**config.mk**
```make
export PLATFORM = sky130hd
export DESIGN_NAME = priority_voice_steal_allocator_core
export DESIGN_NICKNAME = d
export VERILOG_FILES = /design/src/design/pvsa_pkg.sv /design/src/design/priority_voice_steal_allocator_core.sv /design/src/design/pvsa_voice_cell.sv /design/src/design/pvsa_track_cell.sv
export SDC_FILE = /design/constraint.sdc
export NUM_CORES = 2
export LEC_CHECK = 0
export ABC_CLOCK_PERIOD_IN_PS = 6500
export BUFFER_PORTS_ARGS = -buffer_cell sky130_fd_sc_hd__buf_2
export CORE_MARGIN = 8
export CORE_UTILIZATION = 49
export CTS_BUF_LIST = sky130_fd_sc_hd__clkbuf_4 sky130_fd_sc_hd__clkbuf_8
export CTS_CLUSTER_DIAMETER = 40
export DETAILED_ROUTE_END_ITERATION = 12
export PLACE_DENSITY = 0.63
export SLEW_MARGIN = 20
export SYNTH_ARGS = -nofsm -noshare
export SYNTH_HDL_FRONTEND = slang
export SYNTH_SLANG_ARGS = --single-unit
export TNS_END_PERCENT = 30
```
**constraint.sdc**
```tcl
create_clock -name clk -period 6.5 [get_ports clk]
set_input_delay 1.3 -clock clk [delete_from_list [all_inputs] [get_ports clk]]
set_output_delay 1.3 -clock clk [all_outputs]
set_load 0.01 [all_outputs]
```
**src/design/pvsa_pkg.sv**
```systemverilog
`default_nettype none

package pvsa_pkg;

    // Default sizes of the two cell rows.
    localparam int NUM_VOICES_DEF = 24;
    localparam int NUM_TRACKS_DEF = 32;

    // Field widths fixed by the interface.
    localparam int KIND_W  = 3;
    localparam int VOICE_W = 5;
    localparam int TRACK_W = 5;
    localparam int PRIO_W  = 16;
    localparam int MASK_W  = 32;

    // A priority of this value marks a voice as free.
    localparam logic signed [PRIO_W-1:0] PRIO_FREE = 16'sh7FFF;

    typedef enum logic [KIND_W-1:0] {
        KIND_SET_PRIO  = 3'd0,
        KIND_SET_TRACK = 3'd1,
        KIND_ALLOC     = 3'd2,
        KIND_RELEASE   = 3'd3,
        KIND_CHECK     = 3'd4,
        KIND_BUILD     = 3'd5
    } kind_t;

    typedef enum logic [2:0] {
        ST_IDLE,
        ST_EXEC,
        ST_VSCAN,
        ST_TSCAN,
        ST_RELEASE,
        ST_FINISH
    } state_t;

    // Running best candidate handed along the voice row.
    typedef struct packed {
        logic signed [PRIO_W-1:0] prio;
        logic [VOICE_W-1:0]       idx;
    } cand_t;

    // Running check and build result handed along the track row.
    typedef struct packed {
        logic              hit;
        logic [MASK_W-1:0] mask;
    } trk_acc_t;

    // Control broadcast from the sequencer to every track cell.
    typedef struct packed {
        logic               wr_en;
        logic               wr_sec;
        logic [TRACK_W-1:0] wr_track;
        logic [VOICE_W-1:0] wr_voice;
        logic               rel_en;
        logic               rel_sec;
        logic [VOICE_W-1:0] rel_voice;
        logic               scan_sec;
        logic [VOICE_W-1:0] scan_voice;
    } trk_ctl_t;

endpackage

`default_nettype wire

```
**src/design/priority_voice_steal_allocator_core.sv**
```systemverilog
`default_nettype none

// Lowest-priority voice stealing allocator. The block holds a signed priority
// for each voice in a row of voice cells, and a primary and a secondary voice
// assignment for each track in a row of track cells. One word is taken on the
// input channel at a time and gives exactly one result word. Priority writes,
// track writes, releases and the no-operation kinds pass an execute step and
// a finish step that loads the result. Allocate runs a candidate through the
// voice row, one cell per cycle, and then clears the chosen voice from the
// track tables. Check and build run an accumulator through the track row,
// one cell per cycle. The next word is accepted in the cycle after a result
// is loaded into the output register, even while that result still waits to
// be taken. The secondary table is cleared by a release only while the
// enable bit written through cfg_we and cfg_wdata is set; the register may
// be written at any time while the block is idle.
module priority_voice_steal_allocator_core #(
    parameter int NUM_VOICES = pvsa_pkg::NUM_VOICES_DEF,
    parameter int NUM_TRACKS = pvsa_pkg::NUM_TRACKS_DEF
) (
    input  wire logic                                clk,
    input  wire logic                                rst_n,
    input  wire logic                                in_valid,
    output logic                                     in_stall,
    input  wire logic [pvsa_pkg::KIND_W-1:0]         kind,
    input  wire logic [pvsa_pkg::VOICE_W-1:0]        voice,
    input  wire logic [pvsa_pkg::TRACK_W-1:0]        track,
    input  wire logic                                table_select,
    input  wire logic signed [pvsa_pkg::PRIO_W-1:0]  priority_req,
    input  wire logic [pvsa_pkg::MASK_W-1:0]         track_mask,
    input  wire logic [pvsa_pkg::MASK_W-1:0]         prior_mask,
    input  wire logic [pvsa_pkg::MASK_W-1:0]         final_mask,
    output logic                                     out_valid,
    input  wire logic                                out_stall,
    output logic [pvsa_pkg::VOICE_W-1:0]             chosen_voice,
    output logic                                     hit,
    output logic [pvsa_pkg::MASK_W-1:0]              voice_mask,
    input  wire logic                                cfg_we,
    input  wire logic                                cfg_wdata
);

    localparam int SCAN_MAX = (NUM_VOICES > NUM_TRACKS) ? NUM_VOICES : NUM_TRACKS;
    localparam int SCAN_W   = (SCAN_MAX > 2) ? $clog2(SCAN_MAX) : 1;
    localparam logic [pvsa_pkg::VOICE_W-1:0] VOICE_NONE = pvsa_pkg::VOICE_W'(NUM_VOICES);

    // Sequencer state.
    pvsa_pkg::state_t state_reg;
    pvsa_pkg::state_t state_next;
    logic [SCAN_W-1:0] cnt_reg;
    logic [SCAN_W-1:0] cnt_next;
    logic              sec_en_reg;

    // The accepted word, held for the whole operation.
    pvsa_pkg::kind_t                     kind_reg;
    logic [pvsa_pkg::VOICE_W-1:0]        voice_reg;
    logic [pvsa_pkg::TRACK_W-1:0]        track_reg;
    logic                                sel_reg;
    logic signed [pvsa_pkg::PRIO_W-1:0]  prio_reg;
    logic [pvsa_pkg::MASK_W-1:0]         tmask_reg;
    logic [pvsa_pkg::MASK_W-1:0]         pmask_reg;
    logic [pvsa_pkg::MASK_W-1:0]         fmask_reg;

    // Output register.
    logic                                out_valid_reg;
    logic [pvsa_pkg::VOICE_W-1:0]        chosen_reg;
    logic                                hit_reg;
    logic [pvsa_pkg::MASK_W-1:0]         vmask_reg;

    logic                 in_accept;
    logic                 out_load;
    logic                 can_load;
    logic                 voice_wr_en;
    logic                 winner_valid;
    pvsa_pkg::trk_ctl_t   trk_ctl;

    pvsa_pkg::cand_t      cand_chain [NUM_VOICES+1];
    pvsa_pkg::trk_acc_t   acc_chain  [NUM_TRACKS+1];

    assign in_stall  = (state_reg != pvsa_pkg::ST_IDLE);
    assign in_accept = in_valid && !in_stall;
    assign can_load  = !out_valid_reg || !out_stall;

    always_ff @(posedge clk or negedge rst_n) begin
        if (!rst_n)
        begin
            sec_en_reg <= 1'b0;
        end
        else if (cfg_we)
        begin
            sec_en_reg <= cfg_wdata;
        end
    end

    always_ff @(posedge clk)
    begin
        if (in_accept)
        begin
            kind_reg  <= pvsa_pkg::kind_t'(kind);
            voice_reg <= voice;
            track_reg <= track;
            sel_reg   <= table_select;
            prio_reg  <= priority_req;
            tmask_reg <= track_mask;
            pmask_reg <= prior_mask;
            fmask_reg <= final_mask;
        end
    end

    // The seeds enter the heads of both rows; the tails carry the results.
    assign cand_chain[0].prio = pvsa_pkg::PRIO_FREE;
    assign cand_chain[0].idx  = VOICE_NONE;
    assign acc_chain[0].hit   = 1'b0;
    assign acc_chain[0].mask  = '0;

    // A candidate that is still free means no voice is in use.
    assign winner_valid = (cand_chain[NUM_VOICES].prio != pvsa_pkg::PRIO_FREE);

    always_ff @(posedge clk or negedge rst_n) begin
        if (!rst_n)
        begin
            state_reg <= pvsa_pkg::ST_IDLE;
            cnt_reg   <= '0;
        end
        else
        begin
            state_reg <= state_next;
            cnt_reg   <= cnt_next;
        end
    end

    always_comb
    begin
        state_next  = state_reg;
        cnt_next    = cnt_reg;
        out_load    = 1'b0;
        voice_wr_en = 1'b0;

        trk_ctl            = '0;
        trk_ctl.wr_sec     = sel_reg;
        trk_ctl.wr_track   = track_reg;
        trk_ctl.wr_voice   = voice_reg;
        trk_ctl.rel_sec    = sec_en_reg;
        trk_ctl.rel_voice  = voice_reg;
        trk_ctl.scan_sec   = sel_reg;
        trk_ctl.scan_voice = voice_reg;

        case (state_reg)
            pvsa_pkg::ST_IDLE:
            begin
                cnt_next = '0;
                if (in_accept)
                begin
                    case (pvsa_pkg::kind_t'(kind))
                        pvsa_pkg::KIND_ALLOC:
                        begin
                            state_next = pvsa_pkg::ST_VSCAN;
                        end
                        pvsa_pkg::KIND_CHECK, pvsa_pkg::KIND_BUILD:
                        begin
                            state_next = pvsa_pkg::ST_TSCAN;
                        end
                        default:
                        begin
                            state_next = pvsa_pkg::ST_EXEC;
                        end
                    endcase
                end
            end
            pvsa_pkg::ST_EXEC:
            begin
                // Updates of the stored tables.
                case (kind_reg)
                    pvsa_pkg::KIND_SET_PRIO:
                    begin
                        voice_wr_en = 1'b1;
                    end
                    pvsa_pkg::KIND_SET_TRACK:
                    begin
                        trk_ctl.wr_en = 1'b1;
                    end
                    pvsa_pkg::KIND_RELEASE:
                    begin
                        trk_ctl.rel_en = 1'b1;
                    end
                    default:
                    begin
                    end
                endcase
                state_next = pvsa_pkg::ST_FINISH;
            end
            pvsa_pkg::ST_VSCAN:
            begin
                // The scan runs until the candidate has left the last voice cell.
                cnt_next = cnt_reg + SCAN_W'(1);
                if (cnt_reg == SCAN_W'(NUM_VOICES - 1))
                begin
                    state_next = pvsa_pkg::ST_RELEASE;
                end
            end
            pvsa_pkg::ST_TSCAN:
            begin
                cnt_next = cnt_reg + SCAN_W'(1);
                if (cnt_reg == SCAN_W'(NUM_TRACKS - 1))
                begin
                    state_next = pvsa_pkg::ST_FINISH;
                end
            end
            pvsa_pkg::ST_RELEASE:
            begin
                // Priorities are not touched, so the row tail stays valid.
                trk_ctl.rel_en    = winner_valid;
                trk_ctl.rel_voice = cand_chain[NUM_VOICES].idx;
                state_next        = pvsa_pkg::ST_FINISH;
            end
            pvsa_pkg::ST_FINISH:
            begin
                if (can_load)
                begin
                    out_load   = 1'b1;
                    state_next = pvsa_pkg::ST_IDLE;
                end
            end
            default:
            begin
                state_next = pvsa_pkg::ST_IDLE;
            end
        endcase
    end

    genvar gv;
    generate
        for (gv = 0; gv < NUM_VOICES; gv++)
        begin : g_voice
            pvsa_voice_cell #(
                .CELL_IDX (gv)
            ) u_cell (
                .clk      (clk),
                .rst_n    (rst_n),
                .wr_en    (voice_wr_en),
                .wr_voice (voice_reg),
                .wr_prio  (prio_reg),
                .cand_in  (cand_chain[gv]),
                .cand_out (cand_chain[gv+1])
            );
        end

        for (gv = 0; gv < NUM_TRACKS; gv++)
        begin : g_track
            pvsa_track_cell #(
                .CELL_IDX   (gv),
                .NUM_VOICES (NUM_VOICES)
            ) u_cell (
                .clk     (clk),
                .rst_n   (rst_n),
                .ctl     (trk_ctl),
                .sel_bit (tmask_reg[gv]),
                .acc_in  (acc_chain[gv]),
                .acc_out (acc_chain[gv+1])
            );
        end
    endgenerate

    // Result fields that do not belong to the kind read as their defaults.
    always_ff @(posedge clk or negedge rst_n) begin
        if (!rst_n)
        begin
            out_valid_reg <= 1'b0;
        end
        else if (out_load)
        begin
            out_valid_reg <= 1'b1;
        end
        else if (!out_stall)
        begin
            out_valid_reg <= 1'b0;
        end
    end

    always_ff @(posedge clk)
    begin
        if (out_load)
        begin
            chosen_reg <= VOICE_NONE;
            hit_reg    <= 1'b0;
            vmask_reg  <= '0;
            case (kind_reg)
                pvsa_pkg::KIND_ALLOC:
                begin
                    if (winner_valid)
                    begin
                        chosen_reg <= cand_chain[NUM_VOICES].idx;
                    end
                end
                pvsa_pkg::KIND_CHECK:
                begin
                    hit_reg <= acc_chain[NUM_TRACKS].hit;
                end
                pvsa_pkg::KIND_BUILD:
                begin
                    vmask_reg <= (pmask_reg | acc_chain[NUM_TRACKS].mask) & fmask_reg;
                end
                default:
                begin
                end
            endcase
        end
    end

    assign out_valid    = out_valid_reg;
    assign chosen_voice = chosen_reg;
    assign hit          = hit_reg;
    assign voice_mask   = vmask_reg;

    // A result appears only when the sequencer finishes an operation.
    a_load_from_finish: assert property (@(posedge clk) disable iff (!rst_n)
        $rose(out_valid) |-> $past(state_reg == pvsa_pkg::ST_FINISH))
        else $error("result loaded outside the finish step");

    // The voice scan never runs past the end of the voice row.
    a_vscan_bound: assert property (@(posedge clk) disable iff (!rst_n)
        (state_reg == pvsa_pkg::ST_VSCAN) |-> (cnt_reg <= SCAN_W'(NUM_VOICES - 1)))
        else $error("voice scan counter out of range");

    // A voice in use found by the scan is always a real voice.
    a_winner_real: assert property (@(posedge clk) disable iff (!rst_n)
        (state_reg == pvsa_pkg::ST_RELEASE && winner_valid)
        |-> ({1'b0, cand_chain[NUM_VOICES].idx} < (pvsa_pkg::VOICE_W+1)'(NUM_VOICES)))
        else $error("allocate picked a voice outside the row");

    // An accepted word always starts the sequencer away from idle.
    a_accept_starts: assert property (@(posedge clk) disable iff (!rst_n)
        in_accept |=> (state_reg != pvsa_pkg::ST_IDLE))
        else $error("accepted word did not start an operation");

endmodule

`default_nettype wire

```
**src/design/pvsa_voice_cell.sv**
```systemverilog
`default_nettype none

// One voice: holds its priority and passes the lower of its own priority and
// the incoming candidate on to the next cell, one cell per clock.
module pvsa_voice_cell #(
    parameter int CELL_IDX = 0
) (
    input  wire logic                                 clk,
    input  wire logic                                 rst_n,
    input  wire logic                                 wr_en,
    input  wire logic [pvsa_pkg::VOICE_W-1:0]         wr_voice,
    input  wire logic signed [pvsa_pkg::PRIO_W-1:0]   wr_prio,
    input  wire pvsa_pkg::cand_t                      cand_in,
    output pvsa_pkg::cand_t                           cand_out
);

    logic signed [pvsa_pkg::PRIO_W-1:0] prio_reg;
    pvsa_pkg::cand_t                    cand_reg;
    pvsa_pkg::cand_t                    cand_next;

    always_ff @(posedge clk or negedge rst_n) begin
        if (!rst_n)
        begin
            prio_reg <= pvsa_pkg::PRIO_FREE;
        end
        else if (wr_en && (wr_voice == pvsa_pkg::VOICE_W'(CELL_IDX)))
        begin
            prio_reg <= wr_prio;
        end
    end

    // Strictly lower wins, so on a tie the earlier voice is kept.
    always_comb
    begin
        cand_next = cand_in;
        if (prio_reg < cand_in.prio)
        begin
            cand_next.prio = prio_reg;
            cand_next.idx  = pvsa_pkg::VOICE_W'(CELL_IDX);
        end
    end

    always_ff @(posedge clk)
    begin
        cand_reg <= cand_next;
    end

    assign cand_out = cand_reg;

endmodule

`default_nettype wire

```
**src/design/pvsa_track_cell.sv**
```systemverilog
`default_nettype none

// One track: holds its primary and secondary voice assignment, clears them on
// release (secondary if rel_sec), adds its share to the check/build result.
module pvsa_track_cell #(
    parameter int CELL_IDX   = 0,
    parameter int NUM_VOICES = pvsa_pkg::NUM_VOICES_DEF
) (
    input  wire logic                clk,
    input  wire logic                rst_n,
    input  wire pvsa_pkg::trk_ctl_t  ctl,
    input  wire logic                sel_bit,
    input  wire pvsa_pkg::trk_acc_t  acc_in,
    output pvsa_pkg::trk_acc_t       acc_out
);

    localparam logic [pvsa_pkg::VOICE_W-1:0] VOICE_NONE = pvsa_pkg::VOICE_W'(NUM_VOICES);

    logic [pvsa_pkg::VOICE_W-1:0] prim_reg;
    logic [pvsa_pkg::VOICE_W-1:0] prim_next;
    logic [pvsa_pkg::VOICE_W-1:0] sec_reg;
    logic [pvsa_pkg::VOICE_W-1:0] sec_next;
    logic [pvsa_pkg::VOICE_W-1:0] entry;
    logic                         wr_here;
    pvsa_pkg::trk_acc_t           acc_reg;
    pvsa_pkg::trk_acc_t           acc_next;

    assign wr_here = ctl.wr_en && (ctl.wr_track == pvsa_pkg::TRACK_W'(CELL_IDX));

    always_comb
    begin
        prim_next = prim_reg;
        sec_next  = sec_reg;
        if (wr_here && !ctl.wr_sec)
        begin
            prim_next = ctl.wr_voice;
        end
        if (wr_here && ctl.wr_sec)
        begin
            sec_next = ctl.wr_voice;
        end
        if (ctl.rel_en && (prim_reg == ctl.rel_voice))
        begin
            prim_next = VOICE_NONE;
        end
        if (ctl.rel_en && ctl.rel_sec && (sec_reg == ctl.rel_voice))
        begin
            sec_next = VOICE_NONE;
        end
    end

    always_ff @(posedge clk or negedge rst_n) begin
        if (!rst_n)
        begin
            prim_reg <= VOICE_NONE;
            sec_reg  <= VOICE_NONE;
        end
        else
        begin
            prim_reg <= prim_next;
            sec_reg  <= sec_next;
        end
    end

    assign entry = ctl.scan_sec ? sec_reg : prim_reg;

    always_comb
    begin
        acc_next = acc_in;
        if (sel_bit && (entry == ctl.scan_voice))
        begin
            acc_next.hit = 1'b1;
        end
        if (sel_bit && ({1'b0, entry} < (pvsa_pkg::VOICE_W+1)'(NUM_VOICES)))
        begin
            acc_next.mask = acc_in.mask | (pvsa_pkg::MASK_W'(1) << entry);
        end
    end

    always_ff @(posedge clk)
    begin
        acc_reg <= acc_next;
    end

    assign acc_out = acc_reg;

endmodule

`default_nettype wire
```
# Word level (Yosys, flattened, before mapping)
# Cells that the tools add are included.
dict set report word_totals {
  reg_bits 2438
  out_inout_bits 40
}
dict set report classes {
  n_addsub 1
  order_cmp 56
  eq_ne 171
  shift 32
  mux 234
  bitwise_logic 33
  reduce_logical 330
}
# op n
set op_table {}
lappend op_table {{$or A32 B32 Y32} 32}
lappend op_table {{$shl A1 B5 Y32 const A} 32}
lappend op_table {{$mux W32} 31}
lappend op_table {{$mux W5} 162}
lappend op_table {{$mux W21} 23}
lappend op_table {{$eq A5 B5 Y1} 96}
lappend op_table {{$lt A16 B16 Y1} 23}
lappend op_table {{$logic_and A1 B1 Y1} 250}
lappend op_table {{$lt A5 B5 Y1 const B} 32}
lappend op_table {{$eq A5 B5 Y1 const B} 26}
lappend op_table {{$reduce_bool A2 Y1} 65}
lappend op_table {{$eq A5 B4 Y1 const B} 16}
lappend op_table {{$eq A5 B3 Y1 const B} 8}
lappend op_table {{$and A32 B32 Y32} 1}
lappend op_table {{$eq A5 B2 Y1 const B} 4}
lappend op_table {{$eq A3 B3 Y1 const B} 6}
lappend op_table {{$lt A16 B16 Y1 const B} 1}
lappend op_table {{$ne A16 B16 Y1 const B} 1}
lappend op_table {{$eq A3 B2 Y1 const B} 5}
lappend op_table {{$pmux W3 S5} 1}
lappend op_table {{$mux W3} 4}
lappend op_table {{$eq A5 B1 Y1 const B} 2}
lappend op_table {{$logic_not A5 Y1} 2}
lappend op_table {{$mux W1} 10}
lappend op_table {{other kinds (14)} 24}

# Depth between registers and ports, before layout
dict set report logic_depth {
  depth_word 7
  mapped_depth 9
  depth_no_buf 8
}

# Hierarchy
# Synthesis repeated with hierarchy kept, for this count alone.
dict set report unflattened {
  cells_unflattened 11030
  hier_area_um2 113641.5
}
# mod instances cells_per_inst area_each_um2 seq_area_each_um2
set by_module_without_submodules {}
lappend by_module_without_submodules {{pvsa_track_cell at g_track[11].u_cell ...} 8 156 1737.9 915.9}
lappend by_module_without_submodules {{pvsa_voice_cell at g_voice[1].u_cell ...} 4 243 2232.1 839.6}
lappend by_module_without_submodules {{pvsa_track_cell at g_track[10].u_cell ...} 4 156 1707.9 915.9}
lappend by_module_without_submodules {{pvsa_voice_cell at g_voice[10].u_cell ...} 3 243 2225.9 839.6}
lappend by_module_without_submodules {{pvsa_voice_cell at g_voice[15].u_cell ...} 3 243 2222.1 839.6}
lappend by_module_without_submodules {priority_voice_steal_allocator_core 1 316 5980.7 5175.0}
lappend by_module_without_submodules {{pvsa_track_cell at g_track[15].u_cell ...} 3 155 1722.9 915.9}
lappend by_module_without_submodules {{pvsa_track_cell at g_track[12].u_cell ...} 3 154 1691.6 915.9}
lappend by_module_without_submodules {{pvsa_track_cell at g_track[17].u_cell ...} 3 156 1672.9 915.9}
lappend by_module_without_submodules {{pvsa_voice_cell at g_voice[21].u_cell ...} 2 245 2238.4 839.6}
lappend by_module_without_submodules {{pvsa_voice_cell at g_voice[13].u_cell ...} 2 245 2232.1 839.6}
lappend by_module_without_submodules {{pvsa_voice_cell at g_voice[11].u_cell ...} 2 246 2230.9 839.6}
lappend by_module_without_submodules {{pvsa_voice_cell at g_voice[12].u_cell ...} 2 243 2223.4 839.6}
lappend by_module_without_submodules {{pvsa_track_cell at g_track[23].u_cell ...} 2 155 1702.9 915.9}
lappend by_module_without_submodules {{13 more rows} n/a n/a n/a n/a}

# Worst setup path after synthesis
# Ideal clock, no wire load.
dict set report synth_timing {
  path_kind {input-to-reg}
  from {input in_valid}
  to {register fmask_reg[0] (netlist bit) (enable)}
  arrival_ps 3807
  required_ps 6021
  setup_slack_ps 2214
  stages 2
  path_buffers 0
  cell_sequence {nand2_1 inv_1}
}
dict set report synth_via {
  elab_chain_len 1
}
# element line
set synth_lines {}
lappend synth_lines {{from (decl)} priority_voice_steal_allocator_core.sv:22} ;# input wire logic in_valid,
lappend synth_lines {{$logic_and A1 B1 Y1} priority_voice_steal_allocator_core.sv:79} ;# assign in_accept = in_valid && !in_stall;
lappend synth_lines {{net in_accept} priority_voice_steal_allocator_core.sv:68} ;# logic in_accept;
lappend synth_lines {{to (signal assigned)} priority_voice_steal_allocator_core.sv:104} ;# fmask_reg <= final_mask;
lappend synth_lines {{to (decl)} priority_voice_steal_allocator_core.sv:60} ;# logic [pvsa_pkg::MASK_W-1:0] fmask_reg;
# The timed path passes the listed nets, and every way through them passes these cells.
# A chain may end at the register's enable or synchronous reset.

# Worst setup path in the final report
dict set report layout_timing {
  from {register state_reg[2]}
  to {register g_track[26].u_cell.prim_reg[2] (netlist bit)}
}
dict set report layout_via {
  elab_chain_len 5
}
# element line
set layout_lines {}
lappend layout_lines {{from (decl)} priority_voice_steal_allocator_core.sv:46} ;# pvsa_pkg::state_t state_reg;
lappend layout_lines {{from (signal assigned)} priority_voice_steal_allocator_core.sv:120} ;# state_reg <= pvsa_pkg::ST_IDLE;
lappend layout_lines {{from (signal assigned)} priority_voice_steal_allocator_core.sv:125} ;# state_reg <= state_next;
lappend layout_lines {{$eq A3 B3 Y1 or $eq A3 B1 Y1 (tied branches)} priority_voice_steal_allocator_core.sv:146} ;# case (state_reg)
lappend layout_lines {{$mux W5 or $mux W1 (tied branches)} priority_voice_steal_allocator_core.sv:146}
lappend layout_lines {{$eq A5 B5 Y1 or $logic_and A1 B1 Y1 (tied branches)} {pvsa_track_cell.sv:42, pvsa_track_cell.sv:28}}
lappend layout_lines {{$logic_and A1 B1 Y1 (on tied branches)} {pvsa_track_cell.sv:42, pvsa_track_cell.sv:34}}
lappend layout_lines {{$mux W5 or $reduce_bool A2 Y1 (tied branches)} n/a}
lappend layout_lines {{to (signal assigned)} pvsa_track_cell.sv:60} ;# prim_reg <= prim_next;
lappend layout_lines {{to (decl)} pvsa_track_cell.sv:19} ;# logic [pvsa_pkg::VOICE_W-1:0] prim_reg;
# Parallel ways exist; a longest one is shown, timed or not.

==> results.toml <==
[status]
status = "completed"

[sta]
rsz0062_at_grt = "false"
final.min_clock_period_ps = 4070
finalSetupTns_ps = 0
slew_violations = 0
finClkSkew_ps = 86.7
setup_viol = 0
final.period_utilization = 0.626
whs_ps = 269
fmax_mhz = 246
report.final.hold_viol_count = 0
tightest_slew_ps = 1150
relSlewSlack = 0.231

[routing]
drt-total-wl_um = 234000
vias = 61354
first_pass_iters = 7
antenna_left = 0
first_iter_violations = 3874
avgViaCountPerCell = 5.34
post-route-drc-count = 0
wl_per_cell_um = 20.4

[global_routing]
grt_max_degree = 152
grt_pass1_vias = 62896
globalRouteOverflowTotal = 0
antenna_found_initial = 11
globalRouteTotalUtil = 0.215
grt_pass1_wl_um = 363000

[clock_network]
cts_max_level = 5
clk-insertion-delay-late_ps = 1110
cts-resized-gates = 0
cts_setup_buffers = 0
clkTransAtPathRegs_ps = 60
cts-root-buf = "clkbuf_8"
cts_hold_buf = 0
cts_sinks = 2423
cts_tree = "yes"
numCtsBuffers = 423
clockBufferDepth = 4

[setup_path]
cp-start-kind = "flop"
rr_startpoint = "state_reg[2]"
crit_type = "reg -> reg"
end_kind = "flop"
rrSetupSlack_ps = 2430
rr_worst_depth = 7
r2r-end = "g_track[26].u_cell.prim_reg[2]"
arrival_ps = 4950
worstPathMaxFanout = 17
worstPathRequired_ps = 7390

[yosys]
ys_seq_area_frac = 0.559
synth_common_cells = "dfxtp_1, mux2_2, o21bai_1, dfstp_2, clkbuf_1"
muxShareOfSynthArea = 0.113
ys_ff_latch = 2423
synth_top_area_cell = "dfxtp_1"
syn_avg_cell_area_sq_um = 11.6
synthAdderAreaFrac = 0.0446
synthTopCellsByArea = "dfxtp_1, dfstp_2, mux2_2"
yosys.area_share.simple = 0.0905
synth-edff-count = 164
synth.cell_area_sq_um = 97300
yosysUniqueCellTypes = 76
synth_compound_area_frac = 0.109
synthArstFlopShare = 0.295
synthXorXnorAreaFrac = 0.0442
synth_top_family_by_area = "multiplexers"
synth_top_area_share = 0.318
yosysWarnings = 0
synth_ff_type = "dfxtp_1"
synth_cells = 8408
synth.most_common_cell = "dfxtp_1"

[run]
drv_cap = 0

[layout]
layout.nets = 8979
area_delta_synth_final_pct = 12.8
drive_above_1_share = 0.283
nFillCells = 16608
largest_register_ffs = 1056

[floorplanning]
core_area_sq_um = 197000
die_h_um = 462
die_w_um = 462
ios = 172
start_util = 0.493
die_area_sq_um = 213000
rows = 163

[placed_design]
place.port_buffers = 171
place_congestion = 0.875
hpwl_um = 156000

[power_and_ir_drop]
worst_ir_drop_vdd_v = 0.000313
leakagePower_nw = 45.8
powerDensity_nw_per_um2 = 415

[worst_hold_path]
hold_path_class = "in -> async"
[worst max path at each step]
| stage | from | endpoint | slack (ps) | cells after the start |
|---|---|---|---|---|
| 3_3_place_gp | state_reg[2] | g_track[11].u_cell.prim_reg[0] | 2610 | 7 |
| 4_1_cts | state_reg[2] | g_track[7].u_cell.prim_reg[2] | 2490 | 7 |
| 2_1_floorplan | in_valid | fmask_reg[0] | 2210 | 2 |
| 5_1_grt | state_reg[2] | g_track[26].u_cell.prim_reg[0] | 2190 | 7 |
| 6_report | state_reg[2] | g_track[26].u_cell.prim_reg[2] | 2430 | 7 |
| 3_5_place_dp | state_reg[2] | g_track[26].u_cell.prim_reg[2] | 2520 | 7 |
[per-stage QoR]
stage / setup slack, ps / area, sq um / utilization / power, mW / instances
finish: 2430 / 110000 / 0.556 / 45.5 / 11495
global route: 2190 / 110000 / 0.556 / 47.7 / 11492
CTS: 2490 / 110000 / 0.556 / 45.9 / 11491
detailed placement: 2520 / 100000 / 0.507 / 30.4 / 10715
global placement: 2610 / 100000 / 0.507 / 30.2 / 10715
floorplan: 2210 / 97300 / - / 26.9 / 8415
[layer usage]
metal | share of wire | routed length, um | GRT usage
met1 | 0.47 | 110000 | 0.303
met2 | 0.45 | 105000 | 0.337
met3 | 0.059 | 13700 | 0.0387
met4 | 0.024 | 5640 | 0.0663
met5 | 0.000056 | 13 | 0
[cells in the final DEF, fill, tap and decap left out, types with 30 or more instances in the layout]
master / instances
buf_2: 170
mux2_2: 789
dfrtp_1: 226
nand2_1: 416
o21ai_0: 122
bufinv_16: 30
o21bai_1: 744
or2_2: 75
clkbuf_8: 517
clkbuf_4: 102
dfxtp_1: 1545
nand2b_1: 90
clkinv_2: 68
and3_1: 30
nand4_1: 74
nor4_4: 30
a21oi_1: 234
a21o_1: 52
edfxtp_1: 164
dfstp_2: 488
buf_4: 65
mux2i_1: 203
nor4_1: 54
inv_1: 409
nand3_1: 231
a211o_1: 120
nor2_1: 360
nor2b_1: 123
xor2_1: 167
nor3_1: 63
a31o_2: 37
ha_1: 347
xnor2_1: 317
[kinds of logic after synthesis]
family | after synthesis
compound gates | 1476
xor+xnor | 491
fa+ha+maj | 347
buf+inv | 999
flops | 2423
mux | 997
other cells | 1
simple gates | 1674
[area by class of cell]
type | instances | area (sq um) | share of cell area
repair buffers | 248 | 1590 | 0.0145
clock inverters | 157 | 1690 | 0.0154
clock buffers | 619 | 7880 | 0.0719
well taps | 2640 | 3300 | 0.0301
inverters | 411 | 1550 | 0.0141
diodes | 4 | 10.0 | 0.0000913
multi-input cells | 4993 | 39300 | 0.359
flip-flops and latches | 2423 | 54300 | 0.495
[critical path, stage by stage (launching register included)]
cell     delay (ps)
dfrtp_1         730
nor3b_4         700
mux2i_4         980
buf_4           440
xor2_1          170
nand3_1         100
nor4_1          650
a21oi_1         100
[power by group]
group	total [mW]	internal, mW	switching (mW)	leakage [nW]
Clock	15.3	9.03	6.23	5.01
Combinational	11.9	5.11	6.79	18.4
Sequential	18.3	17.2	1.10	22.3
Total	45.5	31.4	14.1	45.8
(Power assumes the default switching activity.)
